`src/rtl/core/vps_pkg.sv`:
```
// vps_pkg: shared types, constants and helpers for the vertex projection unit
// no dependencies; imported by every module under rtl/core
package vps_pkg;

  // default fixed point format: Q16.16
  localparam int VPS_FRAC_BITS = 16;

  // matrix store: modelview at 0..15, projection at 16..31
  localparam int MAT_DEPTH = 32;
  localparam int MAT_AW    = 5;

  // multiply-accumulate schedule: 16 eye-space ops then 12 clip-space ops
  localparam int OPS_TOTAL = 28;
  localparam int OP_W      = 5;

  // divider: 32 quotient bits, two bits per cycle
  localparam int DIV_STEPS = 16;
  localparam int DIV_CNT_W = 4;

  // configuration port
  localparam int CFG_IDX_W  = 2;
  localparam int CFG_DATA_W = 14;

  typedef logic [CFG_IDX_W-1:0] cfg_idx_t;
  localparam cfg_idx_t CFG_VIEW_LEFT   = 2'd0;
  localparam cfg_idx_t CFG_VIEW_TOP    = 2'd1;
  localparam cfg_idx_t CFG_VIEW_WIDTH  = 2'd2;
  localparam cfg_idx_t CFG_VIEW_HEIGHT = 2'd3;

  localparam logic [12:0] VIEW_LEFT_RST   = 13'd0;
  localparam logic [12:0] VIEW_TOP_RST    = 13'd0;
  localparam logic [13:0] VIEW_WIDTH_RST  = 14'd640;
  localparam logic [13:0] VIEW_HEIGHT_RST = 14'd480;

  // item modes
  typedef logic [1:0] mode_t;
  localparam mode_t MODE_LOAD_MV = 2'd0;
  localparam mode_t MODE_LOAD_PJ = 2'd1;
  localparam mode_t MODE_PROJECT = 2'd2;

  typedef struct packed {
    logic [1:0]         mode;
    logic [3:0]         elem_index;
    logic signed [31:0] elem_value;
    logic signed [31:0] pos_x;
    logic signed [31:0] pos_y;
    logic signed [31:0] pos_z;
  } vps_item_t;

  typedef struct packed {
    logic               valid_res;
    logic signed [31:0] screen_x;
    logic signed [31:0] screen_y;
    logic signed [31:0] depth;
  } vps_result_t;

  typedef struct packed {
    logic [12:0] left;
    logic [12:0] top;
    logic [13:0] width;
    logic [13:0] height;
  } vps_view_t;

  typedef enum logic [2:0] {
    ST_IDLE,
    ST_MAC,
    ST_DIV_START,
    ST_DIV_WAIT,
    ST_VP_X,
    ST_VP_Y,
    ST_FINISH,
    ST_DONE
  } vps_state_t;

  // one multiply-accumulate op in flight
  typedef struct packed {
    logic       pass;     // add the element itself (translation column)
    logic       first;    // restart the accumulator
    logic       last;     // write the row result
    logic       is_clip;  // projection phase, operand from eye vector
    logic [1:0] row;
    logic [1:0] sel;      // operand index
  } vps_op_t;

  typedef struct packed {
    logic             start;
    logic [2:0][31:0] clip;
    logic [31:0]      eye_z;
  } vps_div_req_t;

  typedef struct packed {
    logic             done;
    logic [2:0][31:0] ndc;
  } vps_div_rsp_t;

  // clamp to signed 32 bits
  function automatic logic signed [31:0] sat32(input logic signed [63:0] v);
    logic signed [31:0] r;
    if (v > 64'sd2147483647) begin
      r = 32'sh7fff_ffff;
    end else if (v < -64'sd2147483648) begin
      r = 32'sh8000_0000;
    end else begin
      r = v[31:0];
    end
    return r;
  endfunction

endpackage

```
`src/rtl/core/vps_mat_mem.sv`:
```
// vps_mat_mem: 32 x 32 bit matrix store, one write and one registered read port
// depends on vps_pkg; entries read as zero until first written after reset
module vps_mat_mem
  import vps_pkg::*;
(
  input  logic                clk,
  input  logic                rst,
  input  logic                we,
  input  logic [MAT_AW-1:0]   waddr,
  input  logic signed [31:0]  wdata,
  input  logic [MAT_AW-1:0]   raddr,
  output logic signed [31:0]  rdata
);

  logic signed [31:0]   mem [MAT_DEPTH];
  logic [MAT_DEPTH-1:0] vld;
  logic signed [31:0]   rd_q;
  logic                 rd_vld;

  // storage array and registered read
  always_ff @(posedge clk) begin
    if (we) begin
      mem[waddr] <= wdata;
    end
    rd_q <= mem[raddr];
  end

  // per-entry written flags, cleared by reset
  always_ff @(posedge clk) begin
    if (rst) begin
      vld    <= '0;
      rd_vld <= 1'b0;
    end else begin
      if (we) begin
        vld[waddr] <= 1'b1;
      end
      rd_vld <= vld[raddr];
    end
  end

  assign rdata = rd_vld ? rd_q : '0;

endmodule

```
`config.mk`:
```
export PLATFORM = sky130hd
export DESIGN_NAME = vps_mat_mem
export DESIGN_NICKNAME = d
export VERILOG_FILES = /design/src/rtl/core/vps_pkg.sv /design/src/rtl/core/vps_mat_mem.sv
export SDC_FILE = /design/constraint.sdc
export NUM_CORES = 1
export LEC_CHECK = 0
export CAP_MARGIN = 20
export CORE_UTILIZATION = 45
export DETAILED_ROUTE_END_ITERATION = 8
export DONT_BUFFER_PORTS = 1
export PLACE_DENSITY = 0.69
export SLEW_MARGIN = 40
export SYNTH_ARGS = -nofsm -noshare
export SYNTH_HDL_FRONTEND = slang
export SYNTH_SLANG_ARGS = --single-unit
```
`constraint.sdc`:
```
create_clock -name clk -period 3.4 [get_ports clk]
set_input_delay 0.68 -clock clk [delete_from_list [all_inputs] [get_ports clk]]
set_output_delay 0.68 -clock clk [all_outputs]
set_load 0.005 [all_outputs]
```
==> impl_metrics.env <==
export IMPL_fmax_mhz=377
export IMPL_dp_hpwl_mm=44.3
export IMPL_synth_edff_count=1024
export IMPL_hold_viol=0
export IMPL_synthMostInstantiatedCell="edfxtp_1"
export IMPL_vias_per_cell=5.92
export IMPL_rows=110
export IMPL_synthesis_nets=1735
export IMPL_synth_top_family_by_area="multiplexers"
export IMPL_grt_ovfl_total=0
export IMPL_maxCapViolCount=0
export IMPL_cts_resized_gates=0
export IMPL_drc_errors=0
export IMPL_core_um2=90100
export IMPL_place_area_um2=42800
export IMPL_cts_tree="built"
export IMPL_die_w_um=304
export IMPL_cp_data_required_time_ps=2720
export IMPL_p_leak_uw=0.0142
export IMPL_path_class="flip-flop to primary output"
export IMPL_synthAdderAreaFrac_pct=0
export IMPL_vias=17844
export IMPL_yosysUniqueCellTypes=25
export IMPL_endpoint_kind="primary output"
export IMPL_power_density_nw_per_um2=582
export IMPL_drtIter0Drc=2190
export IMPL_diodes=0
export IMPL_place_port_buffers=0
export IMPL_grt_usage_pct=19.6
export IMPL_yosysTopAreaCell="edfxtp_1"
export IMPL_yosysWarnings=0
export IMPL_root_buffer="clkbuf_16"
export IMPL_slew_headroom_pct=45.7
export IMPL_fin_area_um2=46000
export IMPL_synthArstFlopShare_pct=0
export IMPL_synth_compound_area_share_pct=0.110
export IMPL_clk_pin_slew_worst_paths_ps=60
export IMPL_worstPathMaxFanout=24
export IMPL_grt_pass1_vias=18827
export IMPL_crit_arrival_ps=1980
export IMPL_wirelength_mm=89.0
export IMPL_start_util_pct=45.5
export IMPL_ys_seq_area_share_pct=78.2
export IMPL_synth_simple_gate_area_share_pct=1.69
export IMPL_postCtsHoldBufs=0
export IMPL_nets=1800
export IMPL_finClkSkew_ps=18.2
export IMPL_synth_cells=1690
export IMPL_post_cts_buffers=0
export IMPL_gp_congestion=0.724
export IMPL_synth_top_area_share_pct=75.0
export IMPL_insertion_delay_ps=670
export IMPL_muxShareOfSynthArea_pct=18.9
export IMPL_startpoint_type="flip-flop"
export IMPL_critical_path_max_stage_delay_ps=850
export IMPL_grt_max_degree=268
export IMPL_hp_class="input pin to flip-flop"
export IMPL_die_h_um=304
export IMPL_final_setup_tns_ps=0
export IMPL_regArea_um2=32100
export IMPL_numCtsBuffers=102
export IMPL_syn_area_per_cell_um2=24.3
export IMPL_synth_xor_area_share_pct=0
export IMPL_synth_ff_type="edfxtp_1"
export IMPL_clockBufferDepth=3
export IMPL_crit_chain="buf_4, and2_1"
export IMPL_multi_input_area_um2=8730
export IMPL_fill_cells=6672
export IMPL_max_vdd_ir_drop_uv=477
export IMPL_synth_common_cells="edfxtp_1 (1024), mux4_2 (326), nor2_1 (96)"
export IMPL_slew_viol_final=0
export IMPL_ctsHtreeMaxLevel=3
export IMPL_worst_path_max_delay_cell="dfxtp_2"
export IMPL_hold_ws_ps=88.6
export IMPL_drtPass1Iterations=5
export IMPL_antenna_left=0
export IMPL_grt_pass1_wl_mm=130
export IMPL_report_final_setup_viol=0
export IMPL_yosys_top_cells_area="edfxtp_1 (75%), mux4_2 (18%), dfxtp_1 (3.2%)"
export IMPL_clkSinkCount=1089
export IMPL_die_area_um2=92300
export IMPL_p_total_uw=26800
export IMPL_syn_area_um2=41000
export IMPL_postLayoutCoreUtil_pct=51.1
export IMPL_synth_seq_cells=1089
export IMPL_rsz0062_at_grt="false"
export IMPL_worst_pin_slew_ps=815
export IMPL_period_minus_slack_ps=2660
export IMPL_antenna_found_initial=3
export IMPL_detail_route_wl_per_cell_um=29.5
export IMPL_layout_drive_gt1_share_pct=32.1
export IMPL_pin_count=77
export IMPL_syn2layout_area_growth_pct=12.3
export IMPL_min_period_over_period_pct=78.1
export IMPL_status="finished clean"
-- routing by layer --
layer / GRT usage [%] / vias to the layer above / wire length [um]
li1: - / 7322 / -
met1: 26.9 / 9682 / 35700
met2: 31.8 / 713 / 44100
met3: 4.28 / 125 / 7530
met4: 5.22 / 2 / 1680
met5: 0 / - / 12
-- report_power, final --
| group | internal, uW | switching, uW |
|---|---|---|
| registers | 14900 | 78.1 |
| clock network | 6330 | 4740 |
| logic | 509 | 262 |
| total | 21700 | 5080 |
-- through the flow --
| step | instances | setup WS (ps) |
|---|---|---|
| 2_1_floorplan | 1690 | 254 |
| 3_3_place_gp | 2827 | 846 |
| 3_5_place_dp | 2827 | 858 |
| 4_1_cts | 3015 | 631 |
| 5_1_grt | 3015 | 637 |
| 6_report | 3015 | 744 |
-- area by class of cell --
| cell class | instances | area share, % |
|---|---|---|
| clock inverter | 42 | 0.780 |
| sequential | 1089 | 69.6 |
| clock buffer | 146 | 6.33 |
| timing repair buffer | 47 | 1.09 |
| multi-input combinational | 515 | 19.0 |
| tap | 1176 | 3.20 |
-- logic make-up after synthesis --
group,Yosys count
muxes,363
AOI/OAI and AO/OA,5
DFF,1089
and+or+nand+nor,147
buffers and inverters,86
-- path summary, 6_finish.rpt --
| path | startpoint | endpoint | slack [ps] | cells after the start |
|---|---|---|---|---|
| max reg2reg | mem[2][17]$_DFFE_PP_ | rd_q[17]$_DFF_P_ | 1550 | 3 |
| min reg2reg | vld[1]$_SDFFE_PP0P_ | vld[1]$_SDFFE_PP0P_ | 470 | 2 |
| min | rst | vld[22]$_SDFFE_PP0P_ | 90 | 1 |
| max | rd_vld$_SDFF_PP0_ | rdata[28] | 740 | 2 |
-- cells in the final DEF (no fill, tap or decap), drive strengths merged --
| cell | instances |
|---|---|
| or3 | 1 |
| nor2 | 96 |
| nor3b | 2 |
| o21a | 1 |
| edfxtp | 1024 |
| bufinv | 5 |
| clkbuf | 146 |
| clkinv | 33 |
| mux4 | 326 |
| and3 | 1 |
| nor2b | 3 |
| mux2 | 35 |
| clkinvlp | 1 |
| nand2 | 1 |
| or3b | 4 |
| a2111oi | 3 |
| dfxtp | 65 |
| nand3 | 2 |
| inv | 3 |
| buf | 47 |
| mux2i | 2 |
| nand3b | 5 |
| and2 | 32 |
| o41a | 1 |
-- critical path: cells and delay by family (launching register included) --
kind / cells / cell delay (ps)
AND/OR/NAND/NOR: 1 / 170
buffers and inverters: 1 / 290
flip-flops: 1 / 850
-- flip-flops by register name, indices dropped and copies added, names as in the netlist --
signal and count:
rd_vld 1, rd_q 32, vld 32, mem 1024
Power figures use the tool's default switching activity.
