===== config.mk =====
export PLATFORM = sky130hd
export DESIGN_NAME = vps_div
export DESIGN_NICKNAME = d
export VERILOG_FILES = /design/src/rtl/core/vps_pkg.sv /design/src/rtl/core/vps_div.sv
export SDC_FILE = /design/constraint.sdc
export NUM_CORES = 1
export LEC_CHECK = 0
export BUFFER_PORTS_ARGS = -buffer_cell sky130_fd_sc_hd__buf_2
export CAP_MARGIN = 20
export CORE_AREA = 2 2 246 248
export DETAILED_ROUTE_END_ITERATION = 10
export DIE_AREA = 0 0 248 250
export PLACE_DENSITY = 0.63
export SYNTH_ARGS = -nofsm -noshare
export SYNTH_HDL_FRONTEND = slang
export SYNTH_SLANG_ARGS = --single-unit

===== constraint.sdc =====
create_clock -name clk -period 11.1 [get_ports clk]
set_input_delay 2.22 -clock clk [delete_from_list [all_inputs] [get_ports clk]]
set_output_delay 2.22 -clock clk [all_outputs]
set_load 0.02 [all_outputs]

===== src/rtl/core/vps_pkg.sv =====
// vps_pkg: shared types, constants and helpers for the vertex projection unit
// no dependencies; imported by every module under rtl/core
package vps_pkg;

  // default fixed point format: Q16.16
  localparam int VPS_FRAC_BITS = 16;

  // matrix store: modelview at 0..15, projection at 16..31
  localparam int MAT_DEPTH = 32;
  localparam int MAT_AW    = 5;

  // multiply-accumulate schedule: 16 eye-space ops then 12 clip-space ops
  localparam int OPS_TOTAL = 28;
  localparam int OP_W      = 5;

  // divider: 32 quotient bits, two bits per cycle
  localparam int DIV_STEPS = 16;
  localparam int DIV_CNT_W = 4;

  // configuration port
  localparam int CFG_IDX_W  = 2;
  localparam int CFG_DATA_W = 14;

  typedef logic [CFG_IDX_W-1:0] cfg_idx_t;
  localparam cfg_idx_t CFG_VIEW_LEFT   = 2'd0;
  localparam cfg_idx_t CFG_VIEW_TOP    = 2'd1;
  localparam cfg_idx_t CFG_VIEW_WIDTH  = 2'd2;
  localparam cfg_idx_t CFG_VIEW_HEIGHT = 2'd3;

  localparam logic [12:0] VIEW_LEFT_RST   = 13'd0;
  localparam logic [12:0] VIEW_TOP_RST    = 13'd0;
  localparam logic [13:0] VIEW_WIDTH_RST  = 14'd640;
  localparam logic [13:0] VIEW_HEIGHT_RST = 14'd480;

  // item modes
  typedef logic [1:0] mode_t;
  localparam mode_t MODE_LOAD_MV = 2'd0;
  localparam mode_t MODE_LOAD_PJ = 2'd1;
  localparam mode_t MODE_PROJECT = 2'd2;

  typedef struct packed {
    logic [1:0]         mode;
    logic [3:0]         elem_index;
    logic signed [31:0] elem_value;
    logic signed [31:0] pos_x;
    logic signed [31:0] pos_y;
    logic signed [31:0] pos_z;
  } vps_item_t;

  typedef struct packed {
    logic               valid_res;
    logic signed [31:0] screen_x;
    logic signed [31:0] screen_y;
    logic signed [31:0] depth;
  } vps_result_t;

  typedef struct packed {
    logic [12:0] left;
    logic [12:0] top;
    logic [13:0] width;
    logic [13:0] height;
  } vps_view_t;

  typedef enum logic [2:0] {
    ST_IDLE,
    ST_MAC,
    ST_DIV_START,
    ST_DIV_WAIT,
    ST_VP_X,
    ST_VP_Y,
    ST_FINISH,
    ST_DONE
  } vps_state_t;

  // one multiply-accumulate op in flight
  typedef struct packed {
    logic       pass;     // add the element itself (translation column)
    logic       first;    // restart the accumulator
    logic       last;     // write the row result
    logic       is_clip;  // projection phase, operand from eye vector
    logic [1:0] row;
    logic [1:0] sel;      // operand index
  } vps_op_t;

  typedef struct packed {
    logic             start;
    logic [2:0][31:0] clip;
    logic [31:0]      eye_z;
  } vps_div_req_t;

  typedef struct packed {
    logic             done;
    logic [2:0][31:0] ndc;
  } vps_div_rsp_t;

  // clamp to signed 32 bits
  function automatic logic signed [31:0] sat32(input logic signed [63:0] v);
    logic signed [31:0] r;
    if (v > 64'sd2147483647) begin
      r = 32'sh7fff_ffff;
    end else if (v < -64'sd2147483648) begin
      r = 32'sh8000_0000;
    end else begin
      r = v[31:0];
    end
    return r;
  endfunction

endpackage


===== src/rtl/core/vps_div.sv =====
// vps_div: three-lane radix-2 restoring divider, two quotient bits per cycle
// depends on vps_pkg; computes sat32(clip * 2^FRAC_BITS / -eye_z) per lane
module vps_div
  import vps_pkg::*;
#(
  parameter int FRAC_BITS = VPS_FRAC_BITS
)
(
  input  logic         clk,
  input  logic         rst,
  input  vps_div_req_t req,
  output vps_div_rsp_t rsp
);

  localparam int LANES = 3;

  logic                 busy;
  logic                 done;
  logic [DIV_CNT_W-1:0] cnt;
  logic [31:0]          dvs;
  logic [31:0]          mag_d;

  logic [31:0] rem  [LANES];
  logic [31:0] nlo  [LANES];
  logic [31:0] quo  [LANES];
  logic        ovf  [LANES];
  logic        neg  [LANES];

  logic [31:0] mag_c    [LANES];
  logic [63:0] num      [LANES];
  logic [31:0] rem_init [LANES];
  logic [31:0] nlo_init [LANES];
  logic        ovf_init [LANES];
  logic        neg_init [LANES];

  logic [31:0] rem_nx [LANES];
  logic [31:0] nlo_nx [LANES];
  logic [1:0]  qb_nx  [LANES];
  logic [32:0] trial;

  // operand setup: magnitudes, sign of quotient, early overflow check
  always_comb begin
    mag_d = req.eye_z[31] ? -req.eye_z : req.eye_z;
    for (int l = 0; l < LANES; l++) begin
      mag_c[l]    = req.clip[l][31] ? -req.clip[l] : req.clip[l];
      num[l]      = {32'd0, mag_c[l]} << FRAC_BITS;
      rem_init[l] = num[l][63:32];
      nlo_init[l] = num[l][31:0];
      // quotient of 2^32 or more always saturates
      ovf_init[l] = (rem_init[l] >= mag_d);
      // divisor is -eye_z: negative when eye_z is positive
      neg_init[l] = req.clip[l][31] ^ ~req.eye_z[31];
    end
  end

  // two restoring steps per lane per cycle
  always_comb begin
    trial = '0;
    for (int l = 0; l < LANES; l++) begin
      rem_nx[l] = rem[l];
      nlo_nx[l] = nlo[l];
      qb_nx[l]  = 2'b00;
      for (int b = 0; b < 2; b++) begin
        trial     = {rem_nx[l], nlo_nx[l][31]};
        nlo_nx[l] = nlo_nx[l] << 1;
        if (trial >= {1'b0, dvs}) begin
          trial         = trial - {1'b0, dvs};
          qb_nx[l][1-b] = 1'b1;
        end
        rem_nx[l] = trial[31:0];
      end
    end
  end

  // control: step counter and completion pulse
  always_ff @(posedge clk) begin
    if (rst) begin
      busy <= 1'b0;
      done <= 1'b0;
      cnt  <= '0;
    end else begin
      done <= 1'b0;
      if (req.start) begin
        busy <= 1'b1;
        cnt  <= '0;
      end else if (busy) begin
        cnt <= cnt + 1'b1;
        if (cnt == DIV_CNT_W'(DIV_STEPS - 1)) begin
          busy <= 1'b0;
          done <= 1'b1;
        end
      end
    end
  end

  // lane datapath
  always_ff @(posedge clk) begin
    if (req.start) begin
      dvs <= mag_d;
    end
    for (int l = 0; l < LANES; l++) begin
      if (req.start) begin
        rem[l] <= rem_init[l];
        nlo[l] <= nlo_init[l];
        ovf[l] <= ovf_init[l];
        neg[l] <= neg_init[l];
        quo[l] <= '0;
      end else if (busy) begin
        rem[l] <= rem_nx[l];
        nlo[l] <= nlo_nx[l];
        quo[l] <= {quo[l][29:0], qb_nx[l]};
      end
    end
  end

  // sign and saturation of the quotients
  always_comb begin
    rsp.done = done;
    for (int l = 0; l < LANES; l++) begin
      if (ovf[l] || quo[l][31]) begin
        rsp.ndc[l] = neg[l] ? 32'h8000_0000 : 32'h7fff_ffff;
      end else begin
        rsp.ndc[l] = neg[l] ? -quo[l] : quo[l];
      end
    end
  end

`ifndef ASSERT_OFF
  a_start_idle: assert property (@(posedge clk) disable iff (rst)
    req.start |-> !busy)
    else $error("divider started while busy");

  a_done_after_last: assert property (@(posedge clk) disable iff (rst)
    (busy && !req.start && cnt == DIV_CNT_W'(DIV_STEPS - 1)) |=> done)
    else $error("divider missed completion");

  a_done_not_busy: assert property (@(posedge clk) disable iff (rst)
    done |-> !busy)
    else $error("divider done while still iterating");
`endif

endmodule


==> impl_metrics.env <==
export IMPL_synth_edff_count=278
export IMPL_grt_pass1_wl_um=136000
export IMPL_core_um2=59600
export IMPL_grt_max_degree=99
export IMPL_drtAntennaViolNets=0
export IMPL_synth_async_reset_ratio=0
export IMPL_worst_path_max_delay_cell="inv_1"
export IMPL_grt_pass1_vias=24400
export IMPL_post_cts_setup_buffers=0
export IMPL_setup_viol=0
export IMPL_syn_instance_count=3329
export IMPL_area_delta_synth_final_pct=10.8
export IMPL_p_leak_uw=0.0131
export IMPL_internal_power_uw=4080
export IMPL_drc=0
export IMPL_yosysWarnings=0
export IMPL_ys_ff_latch=284
export IMPL_drt_pass1_iter_count=8
export IMPL_post_drt_wl_per_cell_um=20.5
export IMPL_root_buffer="clkbuf_16"
export IMPL_grt_overflow=0
export IMPL_ir_drop_v=0.000147
export IMPL_antenna_found_initial=1
export IMPL_crit_type="register to register"
export IMPL_power_density_nw_per_um2=245
export IMPL_comb_power_share=0.644
export IMPL_p_sw_uw=3560
export IMPL_die_height_um=250
export IMPL_startpoint_type="register"
export IMPL_worstPathArrival_ps=8280
export IMPL_fin_crit_ps=8000
export IMPL_p_clk_frac=0.160
export IMPL_finalSetupTns_ps=0
export IMPL_clkSlewWorstSetupHoldPaths_ps=60
export IMPL_rsz0062_at_grt="false"
export IMPL_tightest_slew_ps=1070
export IMPL_cts_buffers=37
export IMPL_hold_viol=0
export IMPL_die_area_um2=62000
export IMPL_drt_iter0_markers=2210
export IMPL_initial_core_util=0.473
export IMPL_die_x_um=248
export IMPL_clock_skew_ps=33.0
export IMPL_path_buf_inv=3
export IMPL_path_max_fanout=36
export IMPL_yosysSeqAreaShare=0.301
export IMPL_postSynthAreaPerCell_um2=8.46
export IMPL_diodes=0
export IMPL_ctsResizeCount=0
export IMPL_p_seq_frac=0.196
export IMPL_cts_max_level=2
export IMPL_end_kind="register"
export IMPL_final_nets=3870
export IMPL_status="complete, no violations"
export IMPL_vias=26200
export IMPL_fin_crit_sh=0.720
export IMPL_crit_top_cell="a21oi_1"
export IMPL_drive_gt1_frac=0.103
export IMPL_syn_area_um2=28200
export IMPL_cts_sinks=284
export IMPL_drt_wl_total_um=88100
export IMPL_synth_fp_nets=3714
export IMPL_ios=228
export IMPL_gp_congestion=0.962
export IMPL_placed_cells=4227
export IMPL_slew_limit_headroom=0.269
export IMPL_ctsHoldBuffers=0
export IMPL_ys_types=78
export IMPL_cts_tree="done"
export IMPL_num_rows=90
export IMPL_cp_data_required_time_ps=11380
export IMPL_cpPeakStageDelay_ps=590
export IMPL_clk_latency_ps=590
export IMPL_gr_usage_all_layers=0.277
export IMPL_maxCapViolCount=0
export IMPL_fmax_ghz=0.125
export IMPL_drv_slew=0
export IMPL_dp_hpwl_um=65500
export IMPL_numPortBuffers=227
export IMPL_cts_max_path_buffers=3
export IMPL_fill_cells=5620
export IMPL_fin_util=0.524
export IMPL_finalNonFillerCells=4295
export IMPL_hp_class="register to register"
export IMPL_sw_frac_of_total=0.466
export IMPL_critical_path_top_delay_family="compound AO/OA/AOI/OAI gates"
export IMPL_viasPerCell=6.11
export IMPL_ys_flop_type="edfxtp_1"
cells in the mapped netlist (94+ instances only):
cell type,instances,area [µm²]
nor2_1,337,1260
a21oi_1,309,1550
edfxtp_1,278,8350
nand2_1,273,1020
o21ai_0,267,1340
ha_1,248,3100
xnor2_1,181,1590
xor2_1,133,1160
inv_1,119,447
clkbuf_1,110,413
and2_1,99,619
a21o_1,94,706
tightest hold or removal path, stage by stage (launching register included):
cell and delay [ps]:
edfxtp_1 320, nand2_1 40, o21ai_0 60
registers in the layout (all words and copies together), names as in the netlist:
| signal | flops |
|---|---|
| ovf | 3 |
| cnt | 4 |
| done | 1 |
| dvs | 32 |
| busy | 1 |
| neg | 3 |
| rem | 96 |
| quo | 96 |
| nlo | 48 |
power groups by stage:
| stage | clock, µW | combinational, µW | sequential, µW |
|---|---|---|---|
| after floorplan | 0 | 3750 | 1470 |
| after global placement | 0 | 4690 | 1510 |
| after detailed placement | 0 | 4800 | 1510 |
| after CTS | 1250 | 4830 | 1490 |
| after global routing | 1290 | 5400 | 1510 |
| final | 1220 | 4920 | 1500 |
cell type report:
class	count	area, µm²	area share
clock buffers	45	956	0.0306
clock inverters	22	246	0.00790
inverters	119	447	0.0143
multi-input cells	2795	18800	0.602
flip-flops and latches	284	8470	0.271
well taps	782	978	0.0314
repair buffers	248	1310	0.0420
cell usage in the layout (no fill, tap or decap), types with 42 or more instances in the layout:
master	n
nor3_1	56
ha_1	248
o21ai_0	266
inv_1	119
o22ai_1	49
buf_2	227
a21o_1	94
a21oi_1	309
edfxtp_1	278
nand4_1	42
nand3_1	45
and2_1	99
nor2_1	337
mux2i_1	90
xnor2_1	181
nand2_1	273
nor3b_1	48
o31ai_1	42
xor2_1	133
routing by layer:
layer | track usage | routed length (µm) | part of all wire
met1 | 0.389 | 39700 | 0.45
met2 | 0.432 | 39100 | 0.44
met3 | 0.0360 | 5680 | 0.064
met4 | 0.105 | 3600 | 0.041
met5 | 0 | 11 | 0.00012
through the flow:
stage	cell area, µm²	hold slack (ps)	power [µW]	worst slack, ps
floorplan	28200	462	5220	4990
global placement	30000	495	6210	3540
detailed placement	30000	508	6310	3240
CTS	31200	527	7580	3220
global route	31200	543	8190	2710
finish	31200	524	7640	3100
final timing paths:
kind	end	slack, ps	cells after the start	from
hold reg to reg	nlo[0][27]$_DFFE_PP_	520	2	nlo[0][25]$_DFFE_PP_
hold / removal	nlo[0][27]$_DFFE_PP_	520	2	nlo[0][25]$_DFFE_PP_
setup / recovery	rem[0][5]$_DFFE_PP_	3100	25	dvs[1]$_DFFE_PP_
setup reg to reg	rem[0][5]$_DFFE_PP_	3100	25	dvs[1]$_DFFE_PP_
cell families after synthesis:
logic type,count (synthesis),synth area share
muxes,102,0.0368
DFF,284,0.301
and+or+nand+nor,1128,0.200
AOI/OAI and AO/OA,997,0.217
xor gates and xnor gates,314,0.0976
buffers and inverters,250,0.0342
adders and majority gates,254,0.114
Power figures use the tool's default switching activity.
